File: src/rtl/lode_pkg.sv
// Shared constants, command codes and control structs for the linear ODE Euler stepper.
package lode_pkg;

    // Defaults and fixed sizes
    localparam int ORDER_DEFAULT = 4;
    localparam int NUM_ELEM      = 4;
    localparam int Q_W           = 32;
    localparam int S_DATA_W      = 40;
    localparam int M_DATA_W      = 72;
    localparam int RES_W         = 66;
    localparam int CFG_IDX_W     = 3;
    localparam int DIV_BITS      = 48;
    localparam int DIV_CNT_W     = $clog2(DIV_BITS);

    // Register reset values (signed Q16.16)
    localparam logic signed [Q_W-1:0] STEP_SIZE_RST = 32'sd6554;
    localparam logic signed [Q_W-1:0] COEFF_TOP_RST = 32'sd65536;

    // Input operation codes
    localparam logic [1:0] OP_LOAD_ELEM = 2'd0;
    localparam logic [1:0] OP_LOAD_X    = 2'd1;
    localparam logic [1:0] OP_STEP      = 2'd2;

    // Result status codes
    localparam logic [1:0] ST_OK       = 2'd0;
    localparam logic [1:0] ST_SAT      = 2'd1;
    localparam logic [1:0] ST_TOP_ZERO = 2'd2;

    // Configuration register indexes
    localparam logic [CFG_IDX_W-1:0] REG_STEP_SIZE   = 3'd0;
    localparam logic [CFG_IDX_W-1:0] REG_COEFF_ZERO  = 3'd1;
    localparam logic [CFG_IDX_W-1:0] REG_COEFF_ONE   = 3'd2;
    localparam logic [CFG_IDX_W-1:0] REG_COEFF_TWO   = 3'd3;
    localparam logic [CFG_IDX_W-1:0] REG_COEFF_THREE = 3'd4;
    localparam logic [CFG_IDX_W-1:0] REG_COEFF_TOP   = 3'd5;

    // Datapath command codes
    localparam logic [3:0] CMD_NONE      = 4'd0;
    localparam logic [3:0] CMD_LOAD_ELEM = 4'd1;
    localparam logic [3:0] CMD_LOAD_X    = 4'd2;
    localparam logic [3:0] CMD_START     = 4'd3;
    localparam logic [3:0] CMD_DOT_MUL   = 4'd4;
    localparam logic [3:0] CMD_DOT_ACC   = 4'd5;
    localparam logic [3:0] CMD_DIV_INIT  = 4'd6;
    localparam logic [3:0] CMD_DIV_STEP  = 4'd7;
    localparam logic [3:0] CMD_DIV_END   = 4'd8;
    localparam logic [3:0] CMD_LOW_MUL   = 4'd9;
    localparam logic [3:0] CMD_LOW_UPD   = 4'd10;
    localparam logic [3:0] CMD_TOP_MUL   = 4'd11;
    localparam logic [3:0] CMD_TOP_UPD   = 4'd12;
    localparam logic [3:0] CMD_FINISH    = 4'd13;

    typedef struct packed {
        logic [3:0] code;
        logic [1:0] idx;
    } dp_cmd_t;

    typedef struct packed {
        logic top_zero;
        logic out_free;
    } dp_stat_t;

endpackage

File: src/rtl/lode_dp.sv
// Datapath: config registers, state, shared multiplier, serial divider, output register.
module lode_dp
    import lode_pkg::*;
#(
    parameter int ORDER = ORDER_DEFAULT
)
(
    input  logic                 clk,
    input  logic                 rst_n,
    input  logic                 cfg_we,
    input  logic [CFG_IDX_W-1:0] cfg_index,
    input  logic [Q_W-1:0]       cfg_data,
    input  logic [1:0]           element_index,
    input  logic [Q_W-1:0]       load_value,
    input  dp_cmd_t              cmd,
    output dp_stat_t             stat,
    output logic                 out_valid,
    input  logic                 out_ready,
    output logic [RES_W-1:0]     out_data
);

    typedef struct packed {
        logic           ovf;
        logic [Q_W-1:0] val;
    } sat_t;

    localparam logic signed [49:0] QMAX50 = 50'sd2147483647;
    localparam logic signed [49:0] QMIN50 = -50'sd2147483648;
    localparam logic [1:0]         TOP_IDX = 2'(ORDER - 1);

    // Clamp a wide signed value to Q16.16 range
    function automatic sat_t sat_q(input logic signed [49:0] v);
        sat_t r;
        r.ovf = 1'b0;
        r.val = v[Q_W-1:0];
        if (v > QMAX50)
        begin
            r.ovf = 1'b1;
            r.val = 32'h7FFF_FFFF;
        end
        else if (v < QMIN50)
        begin
            r.ovf = 1'b1;
            r.val = 32'h8000_0000;
        end
        return r;
    endfunction

    // Control and architectural state
    logic signed [Q_W-1:0] step_reg, step_next;
    logic signed [Q_W-1:0] coeff_reg [NUM_ELEM];
    logic signed [Q_W-1:0] coeff_next [NUM_ELEM];
    logic signed [Q_W-1:0] top_reg, top_next;
    logic signed [Q_W-1:0] elem_reg [NUM_ELEM];
    logic signed [Q_W-1:0] elem_next [NUM_ELEM];
    logic signed [Q_W-1:0] x_reg, x_next;
    logic                  sat_reg, sat_next;
    logic                  top_zero_reg, top_zero_next;
    logic                  out_valid_reg, out_valid_next;

    // Working payload
    logic signed [63:0]    prod_reg, prod_next;
    logic signed [49:0]    acc_reg, acc_next;
    logic signed [Q_W-1:0] quot_reg, quot_next;
    logic [32:0]           rem_reg, rem_next;
    logic [DIV_BITS-1:0]   dvd_reg, dvd_next;
    logic [Q_W-1:0]        dsr_reg, dsr_next;
    logic                  qneg_reg, qneg_next;
    logic [Q_W-1:0]        x_old_reg, x_old_next;
    logic [Q_W-1:0]        y_old_reg, y_old_next;
    logic [RES_W-1:0]      out_data_reg, out_data_next;

    // Combinational helpers
    logic signed [Q_W-1:0] mul_a, mul_b;
    logic signed [47:0]    prod_q;
    sat_t                  inc_s, upd_s, acc_s, x_s;
    logic [1:0]            upd_idx;
    logic [Q_W-1:0]        a_mag, top_mag;
    logic [32:0]           rem_sh;
    logic                  rem_ge;
    logic                  ovf_all;
    logic [1:0]            status;

    // Multiplier operand select
    always_comb
    begin
        mul_a = step_reg;
        mul_b = quot_reg;
        unique case (cmd.code)
            CMD_DOT_MUL:
            begin
                mul_a = coeff_reg[cmd.idx];
                mul_b = elem_reg[cmd.idx];
            end
            CMD_LOW_MUL:
            begin
                mul_b = elem_reg[2'(cmd.idx + 2'd1)];
            end
            default:
            begin
                mul_b = quot_reg;
            end
        endcase
    end

    // Shared arithmetic terms
    always_comb
    begin
        prod_q  = prod_reg[63:16];
        inc_s   = sat_q({{2{prod_q[47]}}, prod_q});
        upd_idx = (cmd.code == CMD_TOP_UPD) ? TOP_IDX : cmd.idx;
        upd_s   = sat_q(50'(elem_reg[upd_idx]) + 50'($signed(inc_s.val)));
        acc_s   = sat_q(acc_reg);
        x_s     = sat_q(50'(x_reg) + 50'(step_reg));
        a_mag   = acc_s.val[Q_W-1] ? 32'(-acc_s.val) : acc_s.val;
        top_mag = top_reg[Q_W-1] ? 32'(-top_reg) : top_reg;
        rem_sh  = {rem_reg[31:0], dvd_reg[DIV_BITS-1]};
        rem_ge  = rem_sh >= {1'b0, dsr_reg};
        ovf_all = sat_reg | (x_s.ovf & ~top_zero_reg);
        if (top_zero_reg)
            status = ST_TOP_ZERO;
        else if (ovf_all)
            status = ST_SAT;
        else
            status = ST_OK;
    end

    // Next-state logic
    always_comb
    begin
        step_next      = step_reg;
        coeff_next     = coeff_reg;
        top_next       = top_reg;
        elem_next      = elem_reg;
        x_next         = x_reg;
        sat_next       = sat_reg;
        top_zero_next  = top_zero_reg;
        out_valid_next = out_valid_reg & ~out_ready;
        prod_next      = prod_reg;
        acc_next       = acc_reg;
        quot_next      = quot_reg;
        rem_next       = rem_reg;
        dvd_next       = dvd_reg;
        dsr_next       = dsr_reg;
        qneg_next      = qneg_reg;
        x_old_next     = x_old_reg;
        y_old_next     = y_old_reg;
        out_data_next  = out_data_reg;

        // Configuration writes
        if (cfg_we)
        begin
            unique case (cfg_index)
                REG_STEP_SIZE:   step_next     = cfg_data;
                REG_COEFF_ZERO:  coeff_next[0] = cfg_data;
                REG_COEFF_ONE:   coeff_next[1] = cfg_data;
                REG_COEFF_TWO:   coeff_next[2] = cfg_data;
                REG_COEFF_THREE: coeff_next[3] = cfg_data;
                REG_COEFF_TOP:   top_next      = cfg_data;
                default:         step_next     = step_reg;
            endcase
        end

        unique case (cmd.code)
            CMD_LOAD_ELEM:
            begin
                if ({1'b0, element_index} < 3'(ORDER))
                    elem_next[element_index] = load_value;
            end
            CMD_LOAD_X:
            begin
                x_next = load_value;
            end
            CMD_START:
            begin
                x_old_next    = x_reg;
                y_old_next    = elem_reg[0];
                acc_next      = '0;
                sat_next      = 1'b0;
                top_zero_next = (top_reg == '0);
            end
            CMD_DOT_MUL, CMD_LOW_MUL, CMD_TOP_MUL:
            begin
                prod_next = mul_a * mul_b;
            end
            CMD_DOT_ACC:
            begin
                acc_next = acc_reg + {{2{prod_q[47]}}, prod_q};
            end
            CMD_DIV_INIT:
            begin
                sat_next  = sat_reg | acc_s.ovf;
                dvd_next  = {a_mag, 16'd0};
                rem_next  = '0;
                dsr_next  = top_mag;
                qneg_next = acc_s.val[Q_W-1] ^ ~top_reg[Q_W-1];
            end
            CMD_DIV_STEP:
            begin
                rem_next = rem_ge ? (rem_sh - {1'b0, dsr_reg}) : rem_sh;
                dvd_next = {dvd_reg[DIV_BITS-2:0], rem_ge};
            end
            CMD_DIV_END:
            begin
                if (!qneg_reg)
                begin
                    if (dvd_reg > 48'h0000_7FFF_FFFF)
                    begin
                        quot_next = 32'h7FFF_FFFF;
                        sat_next  = 1'b1;
                    end
                    else
                        quot_next = dvd_reg[Q_W-1:0];
                end
                else
                begin
                    if (dvd_reg > 48'h0000_8000_0000)
                    begin
                        quot_next = 32'h8000_0000;
                        sat_next  = 1'b1;
                    end
                    else
                        quot_next = 32'(-dvd_reg[Q_W-1:0]);
                end
            end
            CMD_LOW_UPD, CMD_TOP_UPD:
            begin
                elem_next[upd_idx] = upd_s.val;
                sat_next           = sat_reg | inc_s.ovf | upd_s.ovf;
            end
            CMD_FINISH:
            begin
                x_next         = x_s.val;
                out_valid_next = 1'b1;
                out_data_next  = {status, y_old_reg, x_old_reg};
            end
            default:
            begin
                x_next = x_reg;
            end
        endcase
    end

    // Registers with reset
    always_ff @(posedge clk or negedge rst_n)
    begin
        if (!rst_n)
        begin
            step_reg      <= STEP_SIZE_RST;
            top_reg       <= COEFF_TOP_RST;
            x_reg         <= '0;
            sat_reg       <= 1'b0;
            top_zero_reg  <= 1'b0;
            out_valid_reg <= 1'b0;
            for (int i = 0; i < NUM_ELEM; i++)
            begin
                coeff_reg[i] <= '0;
                elem_reg[i]  <= '0;
            end
        end
        else
        begin
            step_reg      <= step_next;
            top_reg       <= top_next;
            x_reg         <= x_next;
            sat_reg       <= sat_next;
            top_zero_reg  <= top_zero_next;
            out_valid_reg <= out_valid_next;
            coeff_reg     <= coeff_next;
            elem_reg      <= elem_next;
        end
    end

    // Payload registers
    always_ff @(posedge clk)
    begin
        prod_reg     <= prod_next;
        acc_reg      <= acc_next;
        quot_reg     <= quot_next;
        rem_reg      <= rem_next;
        dvd_reg      <= dvd_next;
        dsr_reg      <= dsr_next;
        qneg_reg     <= qneg_next;
        x_old_reg    <= x_old_next;
        y_old_reg    <= y_old_next;
        out_data_reg <= out_data_next;
    end

    assign stat.top_zero = (top_reg == '0);
    assign stat.out_free = ~out_valid_reg | out_ready;
    assign out_valid     = out_valid_reg;
    assign out_data      = out_data_reg;

endmodule

File: src/rtl/lode_ctrl.sv
// Controller: sequences loads, dot product, division and element updates.
module lode_ctrl
    import lode_pkg::*;
#(
    parameter int ORDER = ORDER_DEFAULT
)
(
    input  logic       clk,
    input  logic       rst_n,
    input  logic       in_valid,
    output logic       in_ready,
    input  logic [1:0] operation,
    output dp_cmd_t    cmd,
    input  dp_stat_t   stat
);

    localparam logic [3:0] S_IDLE     = 4'd0;
    localparam logic [3:0] S_DOT_MUL  = 4'd1;
    localparam logic [3:0] S_DOT_ACC  = 4'd2;
    localparam logic [3:0] S_DIV_INIT = 4'd3;
    localparam logic [3:0] S_DIV_STEP = 4'd4;
    localparam logic [3:0] S_DIV_END  = 4'd5;
    localparam logic [3:0] S_LOW_MUL  = 4'd6;
    localparam logic [3:0] S_LOW_UPD  = 4'd7;
    localparam logic [3:0] S_TOP_MUL  = 4'd8;
    localparam logic [3:0] S_TOP_UPD  = 4'd9;
    localparam logic [3:0] S_FINISH   = 4'd10;

    localparam logic [1:0]           LAST_DOT = 2'(ORDER - 1);
    localparam logic [1:0]           LAST_LOW = (ORDER > 1) ? 2'(ORDER - 2) : 2'd0;
    localparam logic [DIV_CNT_W-1:0] LAST_DIV = DIV_CNT_W'(DIV_BITS - 1);

    logic [3:0]           state_reg, state_next;
    logic [1:0]           idx_reg, idx_next;
    logic [DIV_CNT_W-1:0] cnt_reg, cnt_next;

    assign in_ready = (state_reg == S_IDLE);

    // Sequencer
    always_comb
    begin
        state_next = state_reg;
        idx_next   = idx_reg;
        cnt_next   = cnt_reg;
        cmd.code   = CMD_NONE;
        cmd.idx    = idx_reg;
        unique case (state_reg)
            S_IDLE:
            begin
                if (in_valid)
                begin
                    unique case (operation)
                        OP_LOAD_ELEM: cmd.code = CMD_LOAD_ELEM;
                        OP_LOAD_X:    cmd.code = CMD_LOAD_X;
                        OP_STEP:
                        begin
                            cmd.code   = CMD_START;
                            idx_next   = 2'd0;
                            state_next = stat.top_zero ? S_FINISH : S_DOT_MUL;
                        end
                        default:      cmd.code = CMD_NONE;
                    endcase
                end
            end
            S_DOT_MUL:
            begin
                cmd.code   = CMD_DOT_MUL;
                state_next = S_DOT_ACC;
            end
            S_DOT_ACC:
            begin
                cmd.code = CMD_DOT_ACC;
                if (idx_reg == LAST_DOT)
                    state_next = S_DIV_INIT;
                else
                begin
                    idx_next   = idx_reg + 2'd1;
                    state_next = S_DOT_MUL;
                end
            end
            S_DIV_INIT:
            begin
                cmd.code   = CMD_DIV_INIT;
                cnt_next   = '0;
                state_next = S_DIV_STEP;
            end
            S_DIV_STEP:
            begin
                cmd.code = CMD_DIV_STEP;
                cnt_next = cnt_reg + 1'b1;
                if (cnt_reg == LAST_DIV)
                    state_next = S_DIV_END;
            end
            S_DIV_END:
            begin
                cmd.code   = CMD_DIV_END;
                idx_next   = 2'd0;
                state_next = (ORDER > 1) ? S_LOW_MUL : S_TOP_MUL;
            end
            S_LOW_MUL:
            begin
                cmd.code   = CMD_LOW_MUL;
                state_next = S_LOW_UPD;
            end
            S_LOW_UPD:
            begin
                cmd.code = CMD_LOW_UPD;
                if (idx_reg == LAST_LOW)
                    state_next = S_TOP_MUL;
                else
                begin
                    idx_next   = idx_reg + 2'd1;
                    state_next = S_LOW_MUL;
                end
            end
            S_TOP_MUL:
            begin
                cmd.code   = CMD_TOP_MUL;
                state_next = S_TOP_UPD;
            end
            S_TOP_UPD:
            begin
                cmd.code   = CMD_TOP_UPD;
                state_next = S_FINISH;
            end
            S_FINISH:
            begin
                if (stat.out_free)
                begin
                    cmd.code   = CMD_FINISH;
                    state_next = S_IDLE;
                end
            end
            default:
            begin
                state_next = S_IDLE;
            end
        endcase
    end

    always_ff @(posedge clk or negedge rst_n)
    begin
        if (!rst_n)
        begin
            state_reg <= S_IDLE;
            idx_reg   <= 2'd0;
            cnt_reg   <= '0;
        end
        else
        begin
            state_reg <= state_next;
            idx_reg   <= idx_next;
            cnt_reg   <= cnt_next;
        end
    end

`ifndef SYNTHESIS
    // A step with a usable divisor starts the dot product next
    a_step_starts_dot: assert property (@(posedge clk) disable iff (!rst_n)
        (state_reg == S_IDLE && in_valid && operation == OP_STEP && !stat.top_zero)
        |=> (state_reg == S_DOT_MUL))
        else $error("step did not start dot product");

    // Divider finishes only after its last iteration
    a_div_end_order: assert property (@(posedge clk) disable iff (!rst_n)
        (state_reg == S_DIV_END) |-> ($past(state_reg) == S_DIV_STEP && $past(cnt_reg) == LAST_DIV))
        else $error("divider ended early");

    // Result only written into a free output register
    a_finish_free: assert property (@(posedge clk) disable iff (!rst_n)
        (cmd.code == CMD_FINISH) |-> stat.out_free)
        else $error("result overwrote pending transaction");

    // Element index stays within the configured order during loops
    a_idx_range: assert property (@(posedge clk) disable iff (!rst_n)
        (state_reg == S_DOT_MUL || state_reg == S_LOW_MUL) |-> ({1'b0, idx_reg} < 3'(ORDER)))
        else $error("element index out of range");
`endif

endmodule

File: src/rtl/linear_ode_euler_stepper.sv
// Top level: forward Euler stepper for a linear ODE in companion form, Q16.16.
// A load transaction leaves the block idle, so it keeps accepting input.
// A step transaction runs the dot product, the division and the element updates before the
// next input is accepted; m_tvalid rises when the step finishes, later while the previous
// result waits on m_tready. A step with a zero top coefficient goes straight to the finish.
// The rate is set by the 48-iteration restoring divider and the single shared multiplier.
// Reset (rst_n low, async) clears the state elements and x and restores register defaults.
module linear_ode_euler_stepper
    import lode_pkg::*;
#(
    parameter int ORDER = ORDER_DEFAULT
)
(
    input  logic                 clk,
    input  logic                 rst_n,
    input  logic                 s_tvalid,
    output logic                 s_tready,
    input  logic [S_DATA_W-1:0]  s_tdata,   // element_index[1:0], load_value[33:2], zero pad
    input  logic [1:0]           s_tuser,   // operation[1:0]
    output logic                 m_tvalid,
    input  logic                 m_tready,
    output logic [M_DATA_W-1:0]  m_tdata,   // x_value[31:0], y_value[63:32], status[65:64], pad
    input  logic                 cfg_we,
    input  logic [CFG_IDX_W-1:0] cfg_index,
    input  logic [Q_W-1:0]       cfg_data
);

    dp_cmd_t          cmd;
    dp_stat_t         stat;
    logic [RES_W-1:0] res_data;

    lode_ctrl #(
        .ORDER(ORDER)
    ) u_ctrl (
        .clk      (clk),
        .rst_n    (rst_n),
        .in_valid (s_tvalid),
        .in_ready (s_tready),
        .operation(s_tuser),
        .cmd      (cmd),
        .stat     (stat)
    );

    lode_dp #(
        .ORDER(ORDER)
    ) u_dp (
        .clk          (clk),
        .rst_n        (rst_n),
        .cfg_we       (cfg_we),
        .cfg_index    (cfg_index),
        .cfg_data     (cfg_data),
        .element_index(s_tdata[1:0]),
        .load_value   (s_tdata[33:2]),
        .cmd          (cmd),
        .stat         (stat),
        .out_valid    (m_tvalid),
        .out_ready    (m_tready),
        .out_data     (res_data)
    );

    // Pad result to whole bytes
    assign m_tdata = {{(M_DATA_W - RES_W){1'b0}}, res_data};

endmodule

File: config.mk
export PLATFORM = sky130hd
export DESIGN_NAME = linear_ode_euler_stepper
export DESIGN_NICKNAME = d
export VERILOG_FILES = /design/src/rtl/lode_pkg.sv /design/src/rtl/lode_dp.sv /design/src/rtl/lode_ctrl.sv /design/src/rtl/linear_ode_euler_stepper.sv
export SDC_FILE = /design/constraint.sdc
export NUM_CORES = 2
export LEC_CHECK = 0
export BUFFER_PORTS_ARGS = -buffer_cell sky130_fd_sc_hd__buf_2
export CAP_MARGIN = 25
export CORE_MARGIN = 8
export CORE_UTILIZATION = 45
export DETAILED_ROUTE_END_ITERATION = 6
export SLEW_MARGIN = 20
export SYNTH_ARGS = -nofsm -noshare
export SYNTH_HDL_FRONTEND = slang
export SYNTH_SLANG_ARGS = --single-unit
File: constraint.sdc
create_clock -name clk -period 10.2 [get_ports clk]
set_input_delay 0.51 -clock clk [delete_from_list [all_inputs] [get_ports clk]]
set_output_delay 0.51 -clock clk [all_outputs]
set_load 0.005 [all_outputs]
## After elaboration in Yosys (flattened, before gate mapping)

Cells that the tools add are included.

| word-level totals | value |
|---|---|
| flip-flop bits (word level) | 756 |
| bits in latches | 0 |
| bits in writable memories | 0 |
| ROM bits | 0 |
| bits of input ports | 82 |
| output and inout port bits | 74 |
| word-level logic and storage cells | 201 |
| memories kept | 0 |

| operators by class | value |
|---|---|
| add/subtract/negate cells | 9 |
| multiply operators | 1 |
| div/mod/pow operators | 0 |
| $lt $le $gt $ge | 17 |
| equal/unequal tests | 41 |
| shift operators | 0 |
| mux-type cells | 64 |
| bitwise logic cells | 16 |
| reduce and logical (&&, ||, !) cells | 24 |

Operator list:

| cell | count |
|---|---|
| 32-bit 2-to-1 mux | 16 |
| 33-bit 2-to-1 mux | 8 |
| 32-bit binary-select mux with 2-bit select | 4 |
| 128-bit bitwise mux | 2 |
| 128-bit one-hot mux with 2 select lines | 1 |
| 32-bit one-hot mux with 2 select lines | 3 |
| 50-bit by 32-bit greater-than comparator with 1-bit output, second input constant | 3 |
| 50-bit by 32-bit less-than comparator with 1-bit output, second input constant | 3 |
| 32-bit demux with 2-bit select | 2 |
| 50-bit one-hot mux with 2 select lines | 1 |
| 48-bit by 32-bit greater-than comparator with 1-bit output, second input constant | 2 |
| 32-bit negation | 3 |
| 48-bit one-hot mux with 2 select lines | 1 |
| 4-bit one-hot mux with 11 select lines | 2 |
| 32-bit by 32-bit adder with 33-bit output | 2 |
| 32-bit by 32-bit multiplier with 64-bit output | 1 |
| 50-bit adder | 1 |
| 48-bit by 31-bit greater-than comparator with 1-bit output, second input constant | 1 |
| 48-bit by 32-bit less-than comparator with 1-bit output, second input constant | 1 |
| 4-bit == test, second input constant | 9 |
| 33-bit by 32-bit >= comparator with 1-bit output | 1 |
| 4-bit by 3-bit == test with 1-bit output, second input constant | 8 |
| 32-bit logical NOT | 1 |
| 4-bit 2-to-1 mux | 8 |
| other kinds (41) | 88 |

## Depth between registers and ports, before layout

| depth | value |
|---|---|
| depth after elaboration | 16 |
| depth in mapped cells | 42 |
| depth with buffers taken out | 33 |

## Cells and area by module

Synthesis repeated with hierarchy kept, for this count alone.

| second synthesis, totals | value |
|---|---|
| cell total of the unflattened synthesis | 7773 |
| area total of the unflattened synthesis | 77187.8 µm² |

By module, submodules not included:

| module | times used | cells an instance | area an instance (µm²) | seq. area each (µm²) |
|---|---|---|---|---|
| lode_dp | 1 | 7666 | 76264.4 | 20094.3 |
| lode_ctrl | 1 | 100 | 874.6 | 300.3 |
| linear_ode_euler_stepper | 1 | 7 | 48.8 | 0.0 |

## Least setup slack after synthesis

Ideal clock, no wire load.

| timing path | value |
|---|---|
| kind | register -> register |
| start | register u_ctrl.idx_reg[0] |
| end | register u_dp.prod_reg[63] (data pin) |
| library setup time | 0.262 ns |
| arrival time | 10.623 ns |
| required time | 9.938 ns |
| setup slack | -0.685 ns |
| stages on the path, launching flop included | 41 |
| path buffers | 9 |
| clock period less this slack | 10.885 ns |
| path through | dfrtp_1 buf_4 buf_6 buf_2 clkinv_1 ha_1 clkbuf_1 clkbuf_1 clkbuf_1 clkbuf_1 mux4_2 nand2_1 nand3_1 clkbuf_1 nand2_1 inv_1 fa_1 fa_1 (+5 left out) fa_1 inv_1 fa_1 inv_1 fa_1 ha_1 clkbuf_1 a21o_1 a21o_1 a21oi_1 o21ai_0 a221oi_1 o21ai_0 a21oi_1 nor2b_1 a311oi_1 o31ai_1 xnor2_1 |

| on the way | value |
|---|---|
| longest elaborated chain between the ends | 7 |
| elaborated cells between the ends (all ways) | 15 |
| those cells by class | 1 x add/sub; 1 x mul; 11 x mux; 2 x bitwise |

RTL lines:

| item | line | RTL |
|---|---|---|
| start, declared | lode_ctrl.sv:34 | `logic [1:0] idx_reg, idx_next;` |
| start signal, assigned | lode_ctrl.sv:152 | `idx_reg <= idx_next;` |
| 2-bit by 1-bit adder with 2-bit output | lode_dp.sv:97 | `mul_b = elem_reg[2'(cmd.idx + 2'd1)];` |
| 2-bit NOT with 3-bit output (implied by the code) | lode_dp.sv:97 |  |
| 32-bit binary-select mux with 2-bit select | lode_dp.sv:97 |  |
| 32-bit 2-to-1 mux (implied by the code) (2 in series) | lode_dp.sv:97 |  |
| 32-bit one-hot mux with 2 select lines | lode_dp.sv:89 | `unique case (cmd.code)` |
| 32-bit by 32-bit multiplier with 64-bit output * | lode_dp.sv:184 | `prod_next = mul_a * mul_b;` |
| end signal, assigned | lode_dp.sv:277 | `prod_reg <= prod_next;` |
| end, declared | lode_dp.sv:62 | `logic signed [63:0] prod_reg, prod_next;` |

Every way passes the cells marked *; elsewhere a longest branch is shown, timed or not. The select of a mux whose other input is x is not followed.
A chain may end at the register's enable or synchronous reset.

## Final worst setup path

| timing path | value |
|---|---|
| start | register u_ctrl.idx_reg[0] |
| end | register u_dp.prod_reg[56] (data pin) |

Same word-level chain as after synthesis.

==> results.sh <==
export IMPL_final_net_count=9503
export IMPL_cts_tree="yes"
export IMPL_finClkSkew_ns=0.03690
export IMPL_slowest_stage="fa_1"
export IMPL_setup_viol=0
export IMPL_hp_class="input port to register"
export IMPL_multiInputGateArea_um2=52020
export IMPL_drt_total_wl_um=273800
export IMPL_routedWlPerCell_um=26.33
export IMPL_rows=153
export IMPL_h_tree_depth=3
export IMPL_cp_common_cell="fa_1"
export IMPL_cp_start_kind="register"
export IMPL_grt_pass1_vias=62730
export IMPL_rsz0062_at_grt="false"
export IMPL_fin_crit_ns=9.961
export IMPL_die_h_um=432.5
export IMPL_synth_area_per_cell_um2=9.922
export IMPL_drive_gt1_share_pct=13.25
export IMPL_cts_root_buf="clkbuf_16"
export IMPL_setup_worst_path_class="register to register"
export IMPL_syn_inst=7868
export IMPL_fmax_mhz=100.4
export IMPL_core_um2=173100
export IMPL_grt_ovfl_total=0
export IMPL_clk_pin_slew_ns=0.07
export IMPL_drv_slew=0
export IMPL_cts_sinks=740
export IMPL_fill_cells=15970
export IMPL_hold_violations=0
export IMPL_mostFrequentLayoutCells="inv_1, fa_1, nor2_1"
export IMPL_tns_ns=0
export IMPL_worst_r2r_setup_slack_ns=0.24
export IMPL_hpwlAfterDp_um=213100
export IMPL_met1_length_um=109900
export IMPL_ys_seq_area_share_pct=26.13
export IMPL_drtIter0Drc=7035
export IMPL_required_ns=10.68
export IMPL_end_kind="register"
export IMPL_relSlewSlack_pct=24.14
export IMPL_drtPass1Iterations=7
export IMPL_io_buffers=143
export IMPL_grt_max_degree=178
export IMPL_top_layer="met5"
export IMPL_violations="DRC"
export IMPL_ys_flop_type="edfxtp_1"
export IMPL_ys_async_sr_fraction_pct=49.59
export IMPL_place_area_um2=83400
export IMPL_final_common_cell="inv_1"
export IMPL_crit_fanout=16
export IMPL_grt_pass1_wl_um=411000
export IMPL_vias_per_cell=5.936
export IMPL_antenna_found_initial=17
export IMPL_stdcell_area_um2=86380
export IMPL_clk_latency_ns=0.69
export IMPL_route_vias_total=61720
export IMPL_tightest_slew_ns=1.135
export IMPL_gp_congestion=0.9782
export IMPL_num_io_pins=156
export IMPL_wl_met2_um=119800
export IMPL_synth_edff_count=373
export IMPL_maxCapViolCount=0
export IMPL_cts_path_max_buffers=3
export IMPL_ant_nets=0
export IMPL_post_route_period_util_pct=97.66
export IMPL_grtUsageTotal_pct=29.15
export IMPL_dieArea_um2=187100
export IMPL_area_delta_synth_final_pct=10.65
export IMPL_cts_inserted_buffers=75
export IMPL_start_util_pct=45.11
export IMPL_chipWidth_um=432.5
export IMPL_syn_area_um2=78060
export IMPL_ys_warn_count=0
export IMPL_yosysUniqueCellTypes=107
export IMPL_status="complete, but fails checks"
export IMPL_seq_area_um2=20400
export IMPL_cpPeakStageDelay_ns=0.57
export IMPL_ys_ff_latch=740
export IMPL_arrival_ns=10.44
export IMPL_drc=84
export IMPL_wl_met3_um=30030
==> logic make-up after synthesis <==
| logic type | after synthesis | share of synthesized area [%] |
|---|---|---|
| adders and majority gates | 1421 | 33.20 |
| xor gates and xnor gates | 225 | 2.524 |
| DFF | 740 | 26.13 |
| muxes | 416 | 6.772 |
| buffers and inverters | 1606 | 7.930 |
| and+or+nand+nor | 2134 | 11.94 |
| AOI/OAI and AO/OA | 1325 | 11.50 |
| other | 1 | 0.004804 |
==> worst paths after layout <==
| path | cells past startpoint | to | startpoint |
|---|---|---|---|
| hold / removal | 2 | u_dp.elem_reg[58] | s_tdata[28] |
| max in group asynchronous | 5 | u_dp.top_reg[2] | rst_n |
| setup / recovery | 34 | u_dp.prod_reg[56] | u_ctrl.idx_reg[0] |
| setup reg to reg | 34 | u_dp.prod_reg[56] | u_ctrl.idx_reg[0] |
| hold reg to reg | 0 | u_dp.out_data[28] | u_dp.x_old_reg[28] |
| min in group asynchronous | 2 | u_dp.x_reg[31] | rst_n |
==> layout make-up <==
| cell class | count | area share (%) |
|---|---|---|
| Multi-Input combinational cell | 5527 | 60.22 |
| Sequential cell | 740 | 23.62 |
| Inverter | 1186 | 5.157 |
| Timing Repair Buffer | 473 | 4.570 |
| Tap cell | 2325 | 3.368 |
| Clock buffer | 98 | 2.462 |
| Clock inverter | 41 | 0.5809 |
| Antenna cell | 8 | 0.02318 |
==> metrics by stage <==
stage	util (%)	hold WS [ns]	cells	setup WS, ns
after floorplan	-	0.2144	7873	0.03859
after global placement	48.19	0.4055	10240	0.2146
after detailed placement	48.19	0.4045	10240	0.09371
after CTS	49.72	0.09885	10380	0.02132
after global routing	49.90	0.1326	10390	0.007465
final	49.91	0.1424	10400	0.2389
==> synth_stat cells (51+ instances only) <==
master | number | area, um^2
a21o_1 | 148 | 1111
a21oi_1 | 293 | 1466
a222oi_1 | 96 | 960.9
and3_1 | 51 | 319.1
clkbuf_1 | 338 | 1269
dfrtp_1 | 359 | 8984
edfxtp_1 | 373 | 11200
fa_1 | 1085 | 21720
ha_1 | 333 | 4167
inv_1 | 1184 | 4444
mux2_2 | 237 | 2669
mux2i_1 | 113 | 1131
mux4_2 | 66 | 1486
nand2_1 | 787 | 2954
nand2b_1 | 86 | 538.0
nand3_1 | 106 | 530.5
nor2_1 | 807 | 3029
nor3_1 | 76 | 380.4
o21ai_0 | 303 | 1516
xnor2_1 | 153 | 1340
xor2_1 | 72 | 630.6
==> worst max-delay path, delay by kind of cell, from the launching register on <==
| family | cells | cell delay [ns] |
|---|---|---|
| buffers and inverters | 9 | 0.98 |
| adder cells (fa/ha/maj) | 10 | 4.80 |
| multiplexers | 2 | 0.41 |
| flip-flops | 1 | 0.46 |
| AND/OR/NAND/NOR | 6 | 1.21 |
| AO/OA/AOI/OAI | 7 | 1.84 |
==> what timing repair did <==
item                                   4_1_cts  5_1_grt
hold buffers                                 1        0
endpoints found under the hold margin       60        0
setup endpoints to repair                    0       23
resized for setup                            0       32
buffers inserted                             0        8
==> layer usage <==
metal | GRT usage [%] | up-vias
li1 | - | 26390
met1 | 39.50 | 31670
met2 | 43.93 | 3007
met3 | 8.565 | 639
met4 | 12.02 | 12
met5 | 0 | -
Power is left out: the tool's default activity adds up to more than one toggle a clock period on the data nets, which glitch-free logic cannot reach.
